**src/design/usb_interrupt_interval_patcher_core_macros.svh**
```systemverilog
// Assertion macros used by the interval patcher top level.
`ifndef USB_INTERRUPT_INTERVAL_PATCHER_CORE_MACROS_SVH
`define USB_INTERRUPT_INTERVAL_PATCHER_CORE_MACROS_SVH
`ifndef SYNTHESIS
// Check a property on every rising edge outside reset.
`define UIIP_ASSERT(label, clk, rst, prop, msg) \
   label: assert property (@(posedge clk) disable iff (rst) (prop)) else $error(msg);
// Check a property on every rising edge, reset included.
`define UIIP_ASSERT_ALWAYS(label, clk, prop, msg) \
   label: assert property (@(posedge clk) (prop)) else $error(msg);
`else
`define UIIP_ASSERT(label, clk, rst, prop, msg)
`define UIIP_ASSERT_ALWAYS(label, clk, prop, msg)
`endif
`endif

```
**src/design/uiip_pkg.sv**
```systemverilog
// Types, constants and helper functions for the interval patcher.
`timescale 1ns / 1ps
package uiip_pkg;

   localparam logic [7:0] DescTypeEndpoint = 8'd5;
   localparam logic [1:0] XferInterrupt    = 2'd3;
   localparam logic [7:0] TypeOffset       = 8'd1;
   localparam logic [7:0] AttrOffset       = 8'd3;
   localparam logic [7:0] IntervalOffset   = 8'd6;
   localparam logic [7:0] MinPatchLength   = 8'd7;
   localparam logic [7:0] MaxPow2Interval  = 8'd32;

   localparam logic OverrideIndex = 1'b0;

   // One result beat.
   typedef struct packed {
      logic [7:0] patched_byte;
      logic       end_of_blob;
      logic       structure_ok;
   } rsp_beat_type;

   // Walker status seen by the top level.
   typedef struct packed {
      logic at_start;
      logic malformed;
   } walk_status_type;

   // Largest power of two not above v, capped at 32; zero stays zero.
   function automatic logic [7:0] round_down_pow2(input logic [7:0] v);
      logic [7:0] r;
      begin
         if (v >= MaxPow2Interval) r = MaxPow2Interval;
         else if (v[4])            r = 8'd16;
         else if (v[3])            r = 8'd8;
         else if (v[2])            r = 8'd4;
         else if (v[1])            r = 8'd2;
         else if (v[0])            r = 8'd1;
         else                      r = 8'd0;
         return r;
      end
   endfunction

endpackage

```
**src/design/uiip_csr.sv**
```systemverilog
// APB-style register file holding the interval override.
`timescale 1ns / 1ps
module uiip_csr (
   input  logic        clock,
   input  logic        reset,
   input  logic        psel,
   input  logic        penable,
   input  logic        pwrite,
   input  logic [2:0]  paddr,
   input  logic [31:0] pwdata,
   output logic [31:0] prdata,
   output logic        pready,
   output logic [7:0]  override_interval
);

   logic [7:0] override_ff;
   logic [7:0] override_in;
   logic       hit;

   assign hit = (paddr[2] == uiip_pkg::OverrideIndex);

   // Write on the access phase of a write beat.
   always_comb begin
      override_in = override_ff;
      if (psel && penable && pwrite && hit) begin
         override_in = pwdata[7:0];
      end
   end

   always_ff @(posedge clock) begin
      if (reset) begin
         override_ff <= 8'd0;
      end else begin
         override_ff <= override_in;
      end
   end

   // Read back; misses return zero.
   assign prdata            = hit ? {24'd0, override_ff} : 32'd0;
   assign pready            = 1'b1;
   assign override_interval = override_ff;

endmodule

```
**src/design/uiip_walker.sv**
```systemverilog
// Descriptor chain walker: tracks offsets and rewrites the interval byte.
`timescale 1ns / 1ps
module uiip_walker (
   input  logic                        clock,
   input  logic                        reset,
   input  logic                        accept,
   input  logic [7:0]                  data_byte,
   input  logic                        final_byte,
   input  logic [7:0]                  override_interval,
   output uiip_pkg::rsp_beat_type      beat,
   output uiip_pkg::walk_status_type   status
);

   logic [7:0] offset_ff,   offset_in;
   logic [7:0] length_ff,   length_in;
   logic       endpoint_ff, endpoint_in;
   logic       interrupt_ff, interrupt_in;
   logic       malformed_ff, malformed_in;

   logic       at_start;
   logic [7:0] len_eff;
   logic [8:0] off_next;
   logic       patch_hit;
   logic [7:0] new_interval;

   assign at_start = (offset_ff == 8'd0);
   assign len_eff  = at_start ? data_byte : length_ff;
   assign off_next = {1'b0, offset_ff} + 9'd1;

   // Pick the replacement interval.
   always_comb begin
      if (data_byte == 8'd0) begin
         new_interval = 8'd0;
      end else if (override_interval != 8'd0) begin
         new_interval = override_interval;
      end else begin
         new_interval = uiip_pkg::round_down_pow2(data_byte);
      end
   end

   assign patch_hit = (offset_ff == uiip_pkg::IntervalOffset) && !malformed_ff &&
                      endpoint_ff && interrupt_ff &&
                      (length_ff >= uiip_pkg::MinPatchLength);

   // Build the result beat.
   always_comb begin
      beat.patched_byte = patch_hit ? new_interval : data_byte;
      beat.end_of_blob  = final_byte;
      beat.structure_ok = final_byte && !malformed_ff && !at_start &&
                          (off_next == {1'b0, length_ff});
   end

   // Advance the walk state on each accepted beat.
   always_comb begin
      offset_in    = offset_ff;
      length_in    = length_ff;
      endpoint_in  = endpoint_ff;
      interrupt_in = interrupt_ff;
      malformed_in = malformed_ff;
      if (accept) begin
         if (at_start) begin
            length_in    = data_byte;
            endpoint_in  = 1'b0;
            interrupt_in = 1'b0;
            if (data_byte == 8'd0) begin
               malformed_in = 1'b1;
            end
         end else if (offset_ff == uiip_pkg::TypeOffset) begin
            endpoint_in = (data_byte == uiip_pkg::DescTypeEndpoint);
         end else if (offset_ff == uiip_pkg::AttrOffset) begin
            interrupt_in = (data_byte[1:0] == uiip_pkg::XferInterrupt);
         end
         if (final_byte) begin
            offset_in    = 8'd0;
            length_in    = 8'd0;
            endpoint_in  = 1'b0;
            interrupt_in = 1'b0;
            malformed_in = 1'b0;
         end else if (off_next >= {1'b0, len_eff}) begin
            offset_in = 8'd0;
         end else begin
            offset_in = off_next[7:0];
         end
      end
   end

   always_ff @(posedge clock) begin
      if (reset) begin
         offset_ff    <= 8'd0;
         length_ff    <= 8'd0;
         endpoint_ff  <= 1'b0;
         interrupt_ff <= 1'b0;
         malformed_ff <= 1'b0;
      end else begin
         offset_ff    <= offset_in;
         length_ff    <= length_in;
         endpoint_ff  <= endpoint_in;
         interrupt_ff <= interrupt_in;
         malformed_ff <= malformed_in;
      end
   end

   assign status.at_start  = at_start;
   assign status.malformed = malformed_ff;

endmodule

```
**src/design/uiip_out_stage.sv**
```systemverilog
// Result register: holds one beat until the consumer takes it.
`timescale 1ns / 1ps
module uiip_out_stage (
   input  logic                   clock,
   input  logic                   reset,
   input  logic                   in_valid,
   output logic                   in_ready,
   input  uiip_pkg::rsp_beat_type in_beat,
   output logic                   out_valid,
   input  logic                   out_ready,
   output uiip_pkg::rsp_beat_type out_beat
);

   logic                   valid_ff, valid_in;
   uiip_pkg::rsp_beat_type beat_ff, beat_in;
   logic                   load;

   // Take a new beat when empty or while the held one drains.
   assign in_ready = !valid_ff || out_ready;
   assign load     = in_valid && in_ready;

   always_comb begin
      valid_in = valid_ff;
      beat_in  = beat_ff;
      if (load) begin
         valid_in = 1'b1;
         beat_in  = in_beat;
      end else if (out_ready) begin
         valid_in = 1'b0;
      end
   end

   always_ff @(posedge clock) begin
      if (reset) begin
         valid_ff <= 1'b0;
      end else begin
         valid_ff <= valid_in;
      end
   end

   always_ff @(posedge clock) begin
      beat_ff <= beat_in;
   end

   assign out_valid = valid_ff;
   assign out_beat  = beat_ff;

endmodule

```
**src/design/usb_interrupt_interval_patcher_core.sv**
```systemverilog
// Top level of the USB interrupt interval patcher.
//
//   port group   dir   beat contents
//   req_*        in    data_byte, final_byte
//   rsp_*        out   patched_byte, end_of_blob, structure_ok
//   APB          in    override_interval at byte address 0
//
// One byte per cycle unless the result register stalls; each result appears in the cycle after
// its byte is taken, held in the single result register after the walker logic.
// Reset clears the walk state, the override register and the result valid flag.
// A stalled result holds in the result register; req_ready drops only while it
// is full and rsp_ready is low. After a last byte the walk restarts cleanly.
`timescale 1ns / 1ps
`include "usb_interrupt_interval_patcher_core_macros.svh"
module usb_interrupt_interval_patcher_core (
   input  logic        clock,
   input  logic        reset,
   input  logic        req_valid,
   output logic        req_ready,
   input  logic [7:0]  req_data_byte,
   input  logic        req_final_byte,
   output logic        rsp_valid,
   input  logic        rsp_ready,
   output logic [7:0]  rsp_patched_byte,
   output logic        rsp_end_of_blob,
   output logic        rsp_structure_ok,
   input  logic        psel,
   input  logic        penable,
   input  logic        pwrite,
   input  logic [2:0]  paddr,
   input  logic [31:0] pwdata,
   output logic [31:0] prdata,
   output logic        pready
);

   logic                       accept;
   logic [7:0]                 override_interval;
   uiip_pkg::rsp_beat_type     walk_beat;
   uiip_pkg::rsp_beat_type     out_beat;
   uiip_pkg::walk_status_type  walk_status;
   logic                       ok_off_end;
   logic                       end_taken;
   logic                       walk_fresh;

   assign accept = req_valid && req_ready;

   // Configuration registers.
   uiip_csr u_csr (
      .clock             (clock),
      .reset             (reset),
      .psel              (psel),
      .penable           (penable),
      .pwrite            (pwrite),
      .paddr             (paddr),
      .pwdata            (pwdata),
      .prdata            (prdata),
      .pready            (pready),
      .override_interval (override_interval)
   );

   // Walk the chain and patch.
   uiip_walker u_walker (
      .clock             (clock),
      .reset             (reset),
      .accept            (accept),
      .data_byte         (req_data_byte),
      .final_byte        (req_final_byte),
      .override_interval (override_interval),
      .beat              (walk_beat),
      .status            (walk_status)
   );

   // Register the result.
   uiip_out_stage u_out (
      .clock     (clock),
      .reset     (reset),
      .in_valid  (req_valid),
      .in_ready  (req_ready),
      .in_beat   (walk_beat),
      .out_valid (rsp_valid),
      .out_ready (rsp_ready),
      .out_beat  (out_beat)
   );

   assign rsp_patched_byte = out_beat.patched_byte;
   assign rsp_end_of_blob  = out_beat.end_of_blob;
   assign rsp_structure_ok = out_beat.structure_ok;

   // Terms for the checks below.
   assign ok_off_end = rsp_valid && rsp_structure_ok && !rsp_end_of_blob;
   assign end_taken  = accept && req_final_byte;
   assign walk_fresh = walk_status.at_start && !walk_status.malformed;

   // Every taken byte shows up as a result beat next cycle.
   `UIIP_ASSERT(a_accept_gives_beat, clock, reset, accept |=> rsp_valid, "byte lost")
   // Status only ever rides on the last beat.
   `UIIP_ASSERT(a_ok_only_at_end, clock, reset, !ok_off_end, "status off end")
   // A last byte returns the walker to a fresh descriptor start.
   `UIIP_ASSERT(a_end_restarts, clock, reset, end_taken |=> walk_fresh, "walk not cleared")

endmodule

```
**config.mk**
```make
export PLATFORM = sky130hd
export DESIGN_NAME = usb_interrupt_interval_patcher_core
export DESIGN_NICKNAME = d
export VERILOG_FILES = /design/src/design/uiip_pkg.sv /design/src/design/uiip_csr.sv /design/src/design/uiip_walker.sv /design/src/design/uiip_out_stage.sv /design/src/design/usb_interrupt_interval_patcher_core.sv
export VERILOG_INCLUDE_DIRS = /design/src /design/src/design
export SDC_FILE = /design/constraint.sdc
export NUM_CORES = 1
export LEC_CHECK = 0
export ABC_CLOCK_PERIOD_IN_PS = 2800
export BUFFER_PORTS_ARGS = -buffer_cell sky130_fd_sc_hd__buf_2
export CAP_MARGIN = 30
export CORE_MARGIN = 4
export CORE_UTILIZATION = 45
export CTS_CLUSTER_SIZE = 14
export DETAILED_ROUTE_END_ITERATION = 6
export PLACE_DENSITY = 0.77
export SYNTH_ARGS = -nofsm -noshare
export SYNTH_HDL_FRONTEND = slang
export SYNTH_SLANG_ARGS = --single-unit
```
**constraint.sdc**
```tcl
create_clock -name clock -period 2.8 [get_ports clock]
set_input_delay 0.28 -clock clock [delete_from_list [all_inputs] [get_ports clock]]
set_output_delay 0.28 -clock clock [all_outputs]
set_load 0.1 [all_outputs]
```
==> Yosys cells after proc, flatten, opt, wreduce, memory -nomap -nowiden <==
Index checks and enable logic that the tools add are counted.
{ "op_classes": {"order_cmp": 3, "n_reduce_logical": 26, "bitwise_logic": 1, "muxes": 26, "addsub": 1, "n_eq_ne": 7} }
{ "ops": {"columns": ["op", "n"], "rows": [
  ["$mux 8", 13],
  ["$eq 8x3->1 const B", 2],
  ["$logic_not 8->1", 2],
  ["$mux 1", 13],
  ["$logic_and 1x1->1", 11],
  ["$add 8x1->9 const B", 1],
  ["$eq 9x8->1", 1],
  ["$ge 9x8->1", 1],
  ["$eq 8x1->1 const B", 1],
  ["$eq 8x2->1 const B", 1],
  ["$ge 8x3->1 const B", 1],
  ["$ge 8x6->1 const B", 1],
  ["$reduce_bool 8->1", 1],
  ["$reduce_and 3->1", 2],
  ["$reduce_bool 2->1", 3],
  ["$reduce_bool 3->1", 2],
  ["$logic_not 1->1", 3],
  ["$ne 3x2->1 const B", 1],
  ["$eq 2x2->1 const B", 1],
  ["$reduce_and 2->1", 1],
  ["$logic_or 1x1->1", 1],
  ["$not 1->1", 1]
]} }
{ "word_totals": {"input_bits": 51, "output_inout_bits": 45, "register_bits": 38} }

==> Depth between registers and ports, before layout <==
Gate-level depths: netlist of the first run.
{ "depth": {"ltp_word": 9, "ltp_mapped": 13, "mapped_depth_nobuf": 12} }

==> Modules after synthesis <==
A second synthesis of the first run with hierarchy kept.
{ "hier_totals": {"hier_cells": 312, "hier_area_um2": 2783.9} }
{ "modules_own_cells": {"columns": ["module", "seq_area_each_um2", "cells_each", "area_each_um2", "n_inst"], "rows": [
  ["uiip_walker", 380.4, 226, 1791.7, 1],
  ["uiip_csr", 160.2, 70, 630.6, 1],
  ["uiip_out_stage", 320.3, 15, 355.3, 1],
  ["usb_interrupt_interval_patcher_core", 0.0, 1, 6.3, 1]
]} }

==> Worst setup path before layout of the first run <==
Ideal clock, no wire load.
{ "synth_timing": {"kind": "register to register", "start": "register u_out.valid_ff, in the netlist u_out.out_valid", "end": "register u_walker.length_ff[0]", "t_arrival_ns": 2.888, "stages_incl_launch_ff": 7, "n_path_buf": 2, "setup_slack_ns": -0.205, "setup_time_ns": 0.117, "synth_period_minus_slack_ns": 3.005, "required_ns": 2.683, "cell_sequence": "dfxtp_1 nand2b_1 and2_1 buf_2 and3_1 clkbuf_2 a22o_1"} }
{ "synth_between": {"elab_chain_cells": 3} }
{ "synth_lines": {"columns": ["element", "line_no", "source"], "rows": [
  ["start: declaration", "uiip_out_stage.sv:14", "logic valid_ff, valid_in;"],
  ["start signal: assignment", "uiip_out_stage.sv:37", "valid_ff <= valid_in;"],
  ["$logic_not 1->1", "uiip_out_stage.sv:19", "assign in_ready = !valid_ff || out_ready;"],
  ["$logic_or 1x1->1", "uiip_out_stage.sv:19", null],
  ["net req_ready", "usb_interrupt_interval_patcher_core.sv:19", "output logic req_ready,"],
  ["$logic_and 1x1->1", "usb_interrupt_interval_patcher_core.sv:45", "assign accept = req_valid && req_ready;"],
  ["net accept", "usb_interrupt_interval_patcher_core.sv:36", "logic accept;"],
  ["end signal: assignment", "uiip_walker.sv:96", "length_ff <= length_in;"],
  ["end: declaration", "uiip_walker.sv:15", "logic [7:0] length_ff, length_in;"]
]} }
The timed path passes the listed nets, and every way through them passes these cells.
A chain may end at the register's enable or synchronous reset.

==> Worst setup path in the final report of the first run <==
{ "layout_timing": {"start": "register u_walker.offset_ff[0]", "end": "register u_walker.offset_ff[3]"} }
{ "layout_between": {"elab_chain_cells": 5} }
{ "layout_lines": {"columns": ["element", "line_no", "source"], "rows": [
  ["start: declaration", "uiip_walker.sv:14", "logic [7:0] offset_ff, offset_in;"],
  ["start signal: assignment", "uiip_walker.sv:95", "offset_ff <= offset_in;"],
  ["branches (longest 3 deep; another with $add 8x1->9)", null, null],
  ["$mux 8 (*)", "uiip_walker.sv:79", "end else if (off_next >= {1'b0, len_eff}) begin"],
  ["$mux 8 (*)", "uiip_walker.sv:73", "if (final_byte) begin"]
]} }
Every way passes the cells marked *.

==> results of run 1 <==
[placed cells by master, fill, tap and decap left out, types with 6 or more instances in the layout]
cell       n
o21ai_0    6
nand2_1   38
edfxtp_1  10
a22o_1    15
buf_2     44
ha_1      12
buf_4     18
mux2i_1    9
dfxtp_1   27
nor2_1    15
nand3_1    7
xor2_1     8
clkbuf_8   6
nor2b_1   12
xnor2_1    6
conb_1    25
a21oi_1   11
nor3_1     9
[final cells by class]
type | count | area, um^2 | share of cell area (%)
multi-input cells | 233 | 1526 | 51.65
flip-flops and latches | 38 | 862.1 | 29.17
repair buffers | 63 | 366.6 | 12.40
well taps | 72 | 90.09 | 3.048
clock buffers | 6 | 82.58 | 2.794
inverters | 4 | 15.01 | 0.5080
clock inverters | 2 | 12.51 | 0.4234
[worst min-delay path: stages]
cell     delay, ns
buf_2         0.10
nand2_1       0.05
a21oi_1       0.05
[worst min path at each step]
stage	end	slack (ns)	depth (start not counted)
2_1_floorplan	u_walker.malformed_ff	0.38	1
3_3_place_gp	u_walker.interrupt_ff	0.46	2
3_5_place_dp	u_csr.override_interval[6]	0.49	2
4_1_cts	u_csr.override_interval[5]	0.22	3
5_1_grt	u_csr.override_interval[0]	0.23	3
6_report	u_csr.override_interval[0]	0.22	3
[power groups by stage]
stage          Sequential [uW]  Combinational, uW  Clock [uW]
2_1_floorplan              673                287           0
3_3_place_gp               607                390           0
3_5_place_dp               608                395           0
4_1_cts                    595                397         404
5_1_grt                    599                424         422
6_report                   596                403         399
[sequential cells by signal, indices dropped and copies added, names as in the netlist]
register	cells
u_walker.malformed_ff	1
u_walker.endpoint_ff	1
u_walker.offset_ff	8
u_out.out_valid	1
u_walker.interrupt_ff	1
u_walker.length_ff	8
u_csr.override_interval	8
u_out.out_beat	10
[metal layers]
layer	up-vias	GRT usage (%)	routed length, um
met3	4	2.976	302
met1	1055	22.57	2702
met4	0	4.903	48
li1	1099	-	-
met5	-	0	0
met2	67	29.01	2912
[logic make-up after synthesis]
family                   synth area share (%)
AND/OR/NAND/NOR                         23.37
AO/OA/AOI/OAI                           16.40
flip-flops                              33.78
buffers and inverters                   11.04
multiplexers                            4.418
other                                  0.2947
adder cells (fa/ha/maj)                 5.891
XOR/XNOR                                4.811
[metrics by stage]
stage	hold WS (ns)	instance area [um^2]	TNS [ns]	instances	util [%]
after floorplan	0.3770	2643	0	312	-
after CTS	0.2180	2925	0	418	53.12
after global placement	0.4650	2829	0	410	51.37
final	0.2186	2955	0	418	53.67
after global routing	0.2294	2955	-0.002417	418	53.67
after detailed placement	0.4855	2829	0	410	51.37
[what timing repair did]
item / in CTS / in global routing
setup endpoints to repair: 1 / 8
hold buffers: 0 / 0
pin swaps: 0 / 4
gates resized for setup: 1 / 8
gates cloned: 0 / 0
==> impl_results.md, run 1 <==
* Endpoints failing setup at 0
* Comb power frac at 28.8%
* Reg power frac at 42.6%
* Slew @ Worst Pin at 0.7821 ns
* Slew Viols, Final at 0
* Antenna cells at 0
* Worst Path Required at 2.97 ns
* CTS buffer count at 5
* Height of the die at 83.26 um
* Status: finished, final reports clean
* Worst vdd ir at 0.0002707 V
* Root Buffer: clkbuf_8
* DRC Markers at 0
* Share of layout cells above drive strength 1 at 26.30%
* Sequential-to-total area share from yosys stat at 33.78%
* Reg2reg end: u_walker.offset_ff[3]
* Clock Sink Count at 38
* Hold Vio Cnt, Final at 0
* Post-CTS setup buffer count at 0
* GPL Wtd Cong at 0.8387
* Routed WL at 5.966 mm
* Delay-heaviest family, CP: simple AND/OR/NAND/NOR gates
* ANT nets after route at 0
* Final worst slack at 0.1318 ns
* Total overflow reported by the global router at 0
* Mean Syn Cell Area at 8.819 um^2
* Total Routing Usage GR at 17.22%
* DRT iter0 DRCs at 245
* Nets at 408
* NetSw at 534.8 uW
* Worst-path cell chain: inv_1 -> ha_1 -> nor2b_4 -> and3_4 -> buf_6 -> mux2i_1 -> ha_1 -> and2_4 -> nand4_1 -> nor3_2 -> nor2_2 -> buf_4 -> a221o_2
* Min-Delay Path Class: in -> reg
* Power Total at 1398 uW
* Number of synthesized flops with an enable pin at 10
* Top-count cell post-synth: nand2_1
* Critical Path Start: u_walker.offset_ff[0]
* Depth of the CTS H-tree at 2
* Starting density of the core at 46.28%
* Crit-path slowest cell: a221o_2
* # Max-Cap Violations at 0
* Clk_skew at 0.008629 ns
* Yosys warns at 0
* Buf/Inv on CP at 3
* Leak at 0.001366 uW
* Initial antenna violation count at 0
* Critical R2R Launch: u_walker.offset_ff[0]
* Mapped Cells at 289
* Worst EP arrival at 2.84 ns
* Main flop type after synthesis: dfxtp_1
* Slew HR at 47.86%
* Io pins at 96
* Critical path depth in cells at 13
* Synthesized cell area at 0.002549 mm^2
* Routed WL per cell at 14.27 um
* Clock Latency Late Sink at 0.29 ns
* HPWL after detailed placement at 4.592 mm
* Fillers at 523
* Area share of the largest cell type after synthesis at 21.99%
* Power per cell area at 473.1 mW/mm^2
* Clock power share at 28.6%
* Reg2Reg Depth at 13
* Worst Setup End Kind: register
* Clk buf depth at 2
* FFs w/ async S/R, synth at 0%
* Largest net degree at the start of global routing at 19
* Total iterations of the first detailed-routing run at 4
* Total die area at 0.006931 mm^2
* Vias/cell at 5.323
* Max FO, Critical Path at 7
* Synth cell count leaders: nand2_1 (38), dfxtp_1 (28), buf_4 (27)
* Post-synthesis register bit count at 38
* I/O Buffers at 44
* Final period utilization at 95.29%
* CTS tree: yes
* Vias in the first global route at 2154
* Core area at 0.005507 mm^2
* Synth area leader: dfxtp_1
* Routed vias at 2225
* Most used cell, CP: ha_1
* Die Width at 83.26 um
* Hold_sp: pwdata[0]
* Crit-path max cell delay at 0.37 ns
* Setup WS pre-CTS at 0.03157 ns
* Crit start category: register
* Top cells by area, synth: dfxtp_1 (22%), edfxtp_1 (12%), buf_4 (8.0%), ha_1 (5.9%), nand2_1 (5.6%)
* Highest clock rate at 374.8 MHz
* FF-to-FF setup slack at 0.13 ns
* Clk slew on worst S/H paths at 0.08 ns
* Rows at 27
* First-pass GRT wire length at 10.01 mm
* Power Internal at 863.3 uW
* Synth-to-Final Area Change at 15.95%
* Worst setup path endpoint: u_walker.offset_ff[3]
* Distinct cells, synth at 54
* Crit Path Category: reg -> reg
* Switching share of power at 38.25%
* Final Critical Period at 2.668 ns
No activity file was read; power rests on OpenSTA's default activity.
==> inputs of run 2 (changes only) <==
--- a/config.mk
+++ b/config.mk
@@ -10,10 +10,9 @@
 export BUFFER_PORTS_ARGS = -buffer_cell sky130_fd_sc_hd__buf_2
 export CAP_MARGIN = 30
 export CORE_MARGIN = 4
-export CORE_UTILIZATION = 45
+export CORE_UTILIZATION = 35
 export CTS_CLUSTER_SIZE = 14
 export DETAILED_ROUTE_END_ITERATION = 6
-export PLACE_DENSITY = 0.77
 export SYNTH_ARGS = -nofsm -noshare
 export SYNTH_HDL_FRONTEND = slang
 export SYNTH_SLANG_ARGS = --single-unit
==> impl_results.md, run 2 (synthesis results as in run 1) <==
* Crit start category: register (unchanged)
* Routed WL per cell at 13.88 um (was 14.27 um)
* Final worst slack at 0.1366 ns (was 0.1318 ns)
* Clock Latency Late Sink at 0.30 ns (was 0.29 ns)
* Critical R2R Launch: u_walker.offset_ff[1] (was u_walker.offset_ff[0])
* DRC Markers at 0 (unchanged)
* Crit-path slowest cell: a221o_1 (was a221o_2)
* Initial antenna violation count at 0 (unchanged)
* FF/Latch Area at 864.6 um^2 (was 862.1 um^2)
* Starting density of the core at 36.70% (was 46.28%)
* Buf/Inv on CP at 2 (was 3)
* Final Critical Period at 2.663 ns (was 2.668 ns)
* Cts hold-fix bufs at 0 (unchanged)
* Synth-to-Final Area Change at 19.69% (was 15.95%)
* Reg2Reg Depth at 12 (was 13)
* Total die area at 0.008711 mm^2 (was 0.006931 mm^2)
* Total iterations of the first detailed-routing run at 4 (unchanged)
* Height of the die at 93.34 um (was 83.26 um)
* Hold_sp: pwdata[6] (was pwdata[0])
* Setup TNS at 0 ns (unchanged)
* Clock power share at 32.4% (was 28.6%)
* Worst EP arrival at 2.91 ns (was 2.84 ns)
* Worst Path Required at 3.05 ns (was 2.97 ns)
* Clk_skew at 0.008078 ns (was 0.008629 ns)
* First-pass GRT wire length at 10.20 mm (was 10.01 mm)
* Multi-input logic area at 0.001533 mm^2 (was 0.001526 mm^2)
* RSZ-0062 raised after global routing: yes
* Clk slew on worst S/H paths at 0.08 ns (about the same)
* Root Buffer: clkbuf_8 (unchanged)
* Vias/cell at 4.935 (was 5.323)
* Crit-path max cell delay at 0.39 ns (was 0.37 ns)
* Reg power frac at 40.1% (was 42.6%)
* Vias in the first global route at 2099 (was 2154)
* Switching share of power at 36.96% (was 38.25%)
* Power per cell area at 486.4 mW/mm^2 (was 473.1 mW/mm^2)
* Worst vdd ir at 0.0002814 V (was 0.0002707 V)
* CTS buffer count at 5 (unchanged)
* Io pins at 96 (unchanged)
* Hold EP: u_csr.override_interval[6] (was u_csr.override_interval[0])
* Commonest non-fill, non-tap cell in the layout: buf_2 (unchanged)
* Slew @ Worst Pin at 0.7580 ns (was 0.7821 ns)
* WHS Path Cells at 3 (unchanged)
* Routed WL at 6.203 mm (was 5.966 mm)
* Slew HR at 49.47% (was 47.86%)
* Depth of the CTS H-tree at 2 (unchanged)
* Final period utilization at 95.12% (was 95.29%)
* Worst-path cell chain: inv_1 -> ha_2 -> nor2b_4 -> and3_4 -> mux2i_1 -> ha_1 -> a21o_1 -> a21o_1 -> a221o_1 -> buf_4 -> nor3_1 -> a221o_2 (was inv_1 -> ha_1 -> nor2b_4 -> and3_4 -> buf_6 -> mux2i_1 -> ha_1 -> and2_4 -> nand4_1 -> nor3_2 -> nor2_2 -> buf_4 -> a221o_2)
* Max FO, Critical Path at 4 (was 7)
* Clock Sink Count at 38 (unchanged)
* # Max-Cap Violations at 0 (unchanged)
* Delay-heaviest family, CP: compound AO/OA/AOI/OAI gates (was simple AND/OR/NAND/NOR gates)
* Crit Path Category: reg -> reg (unchanged)
* Leak at 0.001393 uW (was 0.001366 uW)
* HPWL after detailed placement at 4.796 mm (was 4.592 mm)
* Most used cell, CP: a21o_1 (was ha_1)
* DRT iter0 DRCs at 166 (was 245)
* Nets at 413 (was 408)
* Power Total at 1484 uW (was 1398 uW)
* FF-to-FF setup slack at 0.14 ns (was 0.13 ns)
* Endpoints failing setup at 0 (unchanged)
* Status: finished, final reports clean (unchanged)
* GPL Wtd Cong at 0.8206 (was 0.8387)
* Total overflow reported by the global router at 0 (unchanged)
* ANT nets after route at 0 (unchanged)
* Die Width at 93.34 um (was 83.26 um)
* Highest clock rate at 375.5 MHz (was 374.8 MHz)
* Slew Viols, Final at 0 (unchanged)
* CTS tree: yes (unchanged)
* Clk buf depth at 2 (unchanged)
* Largest net degree at the start of global routing at 19 (unchanged)
* Most frequent cells in the layout: buf_2 (44), nand2_1 (38), conb_1 (25), dfxtp_1 (25), buf_4 (23) (was buf_2 (44), nand2_1 (38), dfxtp_1 (27))
* DP Cell Count at 436 (was 410)
* Fin Hold WS at 0.2219 ns (was 0.2186 ns)
* Share of layout cells above drive strength 1 at 28.49% (was 26.30%)
* Min-Delay Path Class: in -> reg (unchanged)
* Core area at 0.006944 mm^2 (was 0.005507 mm^2)
* Layout Cells excl Fill at 447 (was 418)
* Comb power frac at 27.5% (was 28.8%)
* Routed vias at 2206 (was 2225)
* NetSw at 548.5 uW (was 534.8 uW)
* Antenna cells at 0 (unchanged)
* Rows at 30 (was 27)
* Number of flip-flops in the largest register at 10 (unchanged)
* Hold Vio Cnt, Final at 0 (unchanged)
* Total Routing Usage GR at 14.66% (was 17.22%)
* Worst Setup End Kind: register (unchanged)
* Fillers at 708 (was 523)
* Power Internal at 935.3 uW (was 863.3 uW)
* Reg2reg end: u_walker.offset_ff[3] (unchanged)
* Setup WS pre-CTS at -0.0002367 ns (was 0.03157 ns)
* I/O Buffers at 44 (unchanged)
-- run 2: cell count changes in the layout (fill, tap and decap cells not counted), sizes merged --
cell,change
clkbuf,-1
buf,+5
bufinv,+1
clkinv,-1
clkinvlp,+1
-- run 2: repair_timing --
item	in CTS	in global routing
endpoints found under the hold margin	0	0
setup endpoints to repair	1	8
cloned	0	0
pin swaps	0	6
resized for setup	1	12
buffers inserted	0	3
-- run 2: power by group through the flow --
stage,combinational (uW),sequential [uW],clock (uW)
after floorplan,287,673,0
after global placement,394,608,0
after detailed placement,396,608,0
after CTS,397,595,489
after global routing,432,598,512
final,408,595,480
-- run 2: layout make-up --
| type | instances | share of cell area (%) |
|---|---|---|
| Clock inverter | 3 | 1.477 |
| Clock buffer | 5 | 2.256 |
| Timing Repair Buffer | 68 | 13.25 |
| Sequential cell | 38 | 28.34 |
| Inverter | 4 | 0.4922 |
| Tap cell | 96 | 3.938 |
| Multi-Input combinational cell | 233 | 50.25 |
-- run 2: worst register-to-register path: stages, from the launching register on --
cell and delay [ns]:
dfxtp_2 0.32, inv_1 0.07, ha_2 0.18, nor2b_4 0.15, and3_4 0.23, mux2i_1 0.19, ha_1 0.26, a21o_1 0.16
a21o_1 0.18, a221o_1 0.39, buf_4 0.17, nor3_1 0.17, a221o_2 0.13
-- run 2: how the worst max path moves through the flow --
stage                     depth (start not counted)                    end  slack [ns]             startpoint
after floorplan                                  12  u_walker.offset_ff[2]        0.03  u_walker.offset_ff[0]
after global placement                           13  u_walker.offset_ff[3]       0.008  u_walker.offset_ff[0]
after detailed placement                         13  u_walker.offset_ff[3]     -0.0002  u_walker.offset_ff[0]
after CTS                                        13  u_walker.offset_ff[3]        0.03  u_walker.offset_ff[0]
after global routing                             11  u_walker.offset_ff[2]       -0.01  u_walker.offset_ff[1]
final                                            12  u_walker.offset_ff[3]        0.14  u_walker.offset_ff[1]
-- run 2: layer usage --
| metal | part of all wire [%] | vias to the layer above | wire, um | track usage [%] |
|---|---|---|---|---|
| met5 | 0 | - | 0 | 0 |
| met4 | 1.4 | 0 | 87 | 5.128 |
| met3 | 5.5 | 5 | 339 | 2.574 |
| met2 | 45 | 63 | 2763 | 22.75 |
| met1 | 49 | 1031 | 3011 | 20.39 |
| li1 | - | 1107 | - | - |
-- run 2: per-stage QoR --
stage / cell area [um^2] / util, %
floorplan: 2643 / -
global placement: 2874 / 41.39
detailed placement: 2874 / 41.39
CTS: 2989 / 43.05
global route: 3050 / 43.93
finish: 3050 / 43.93
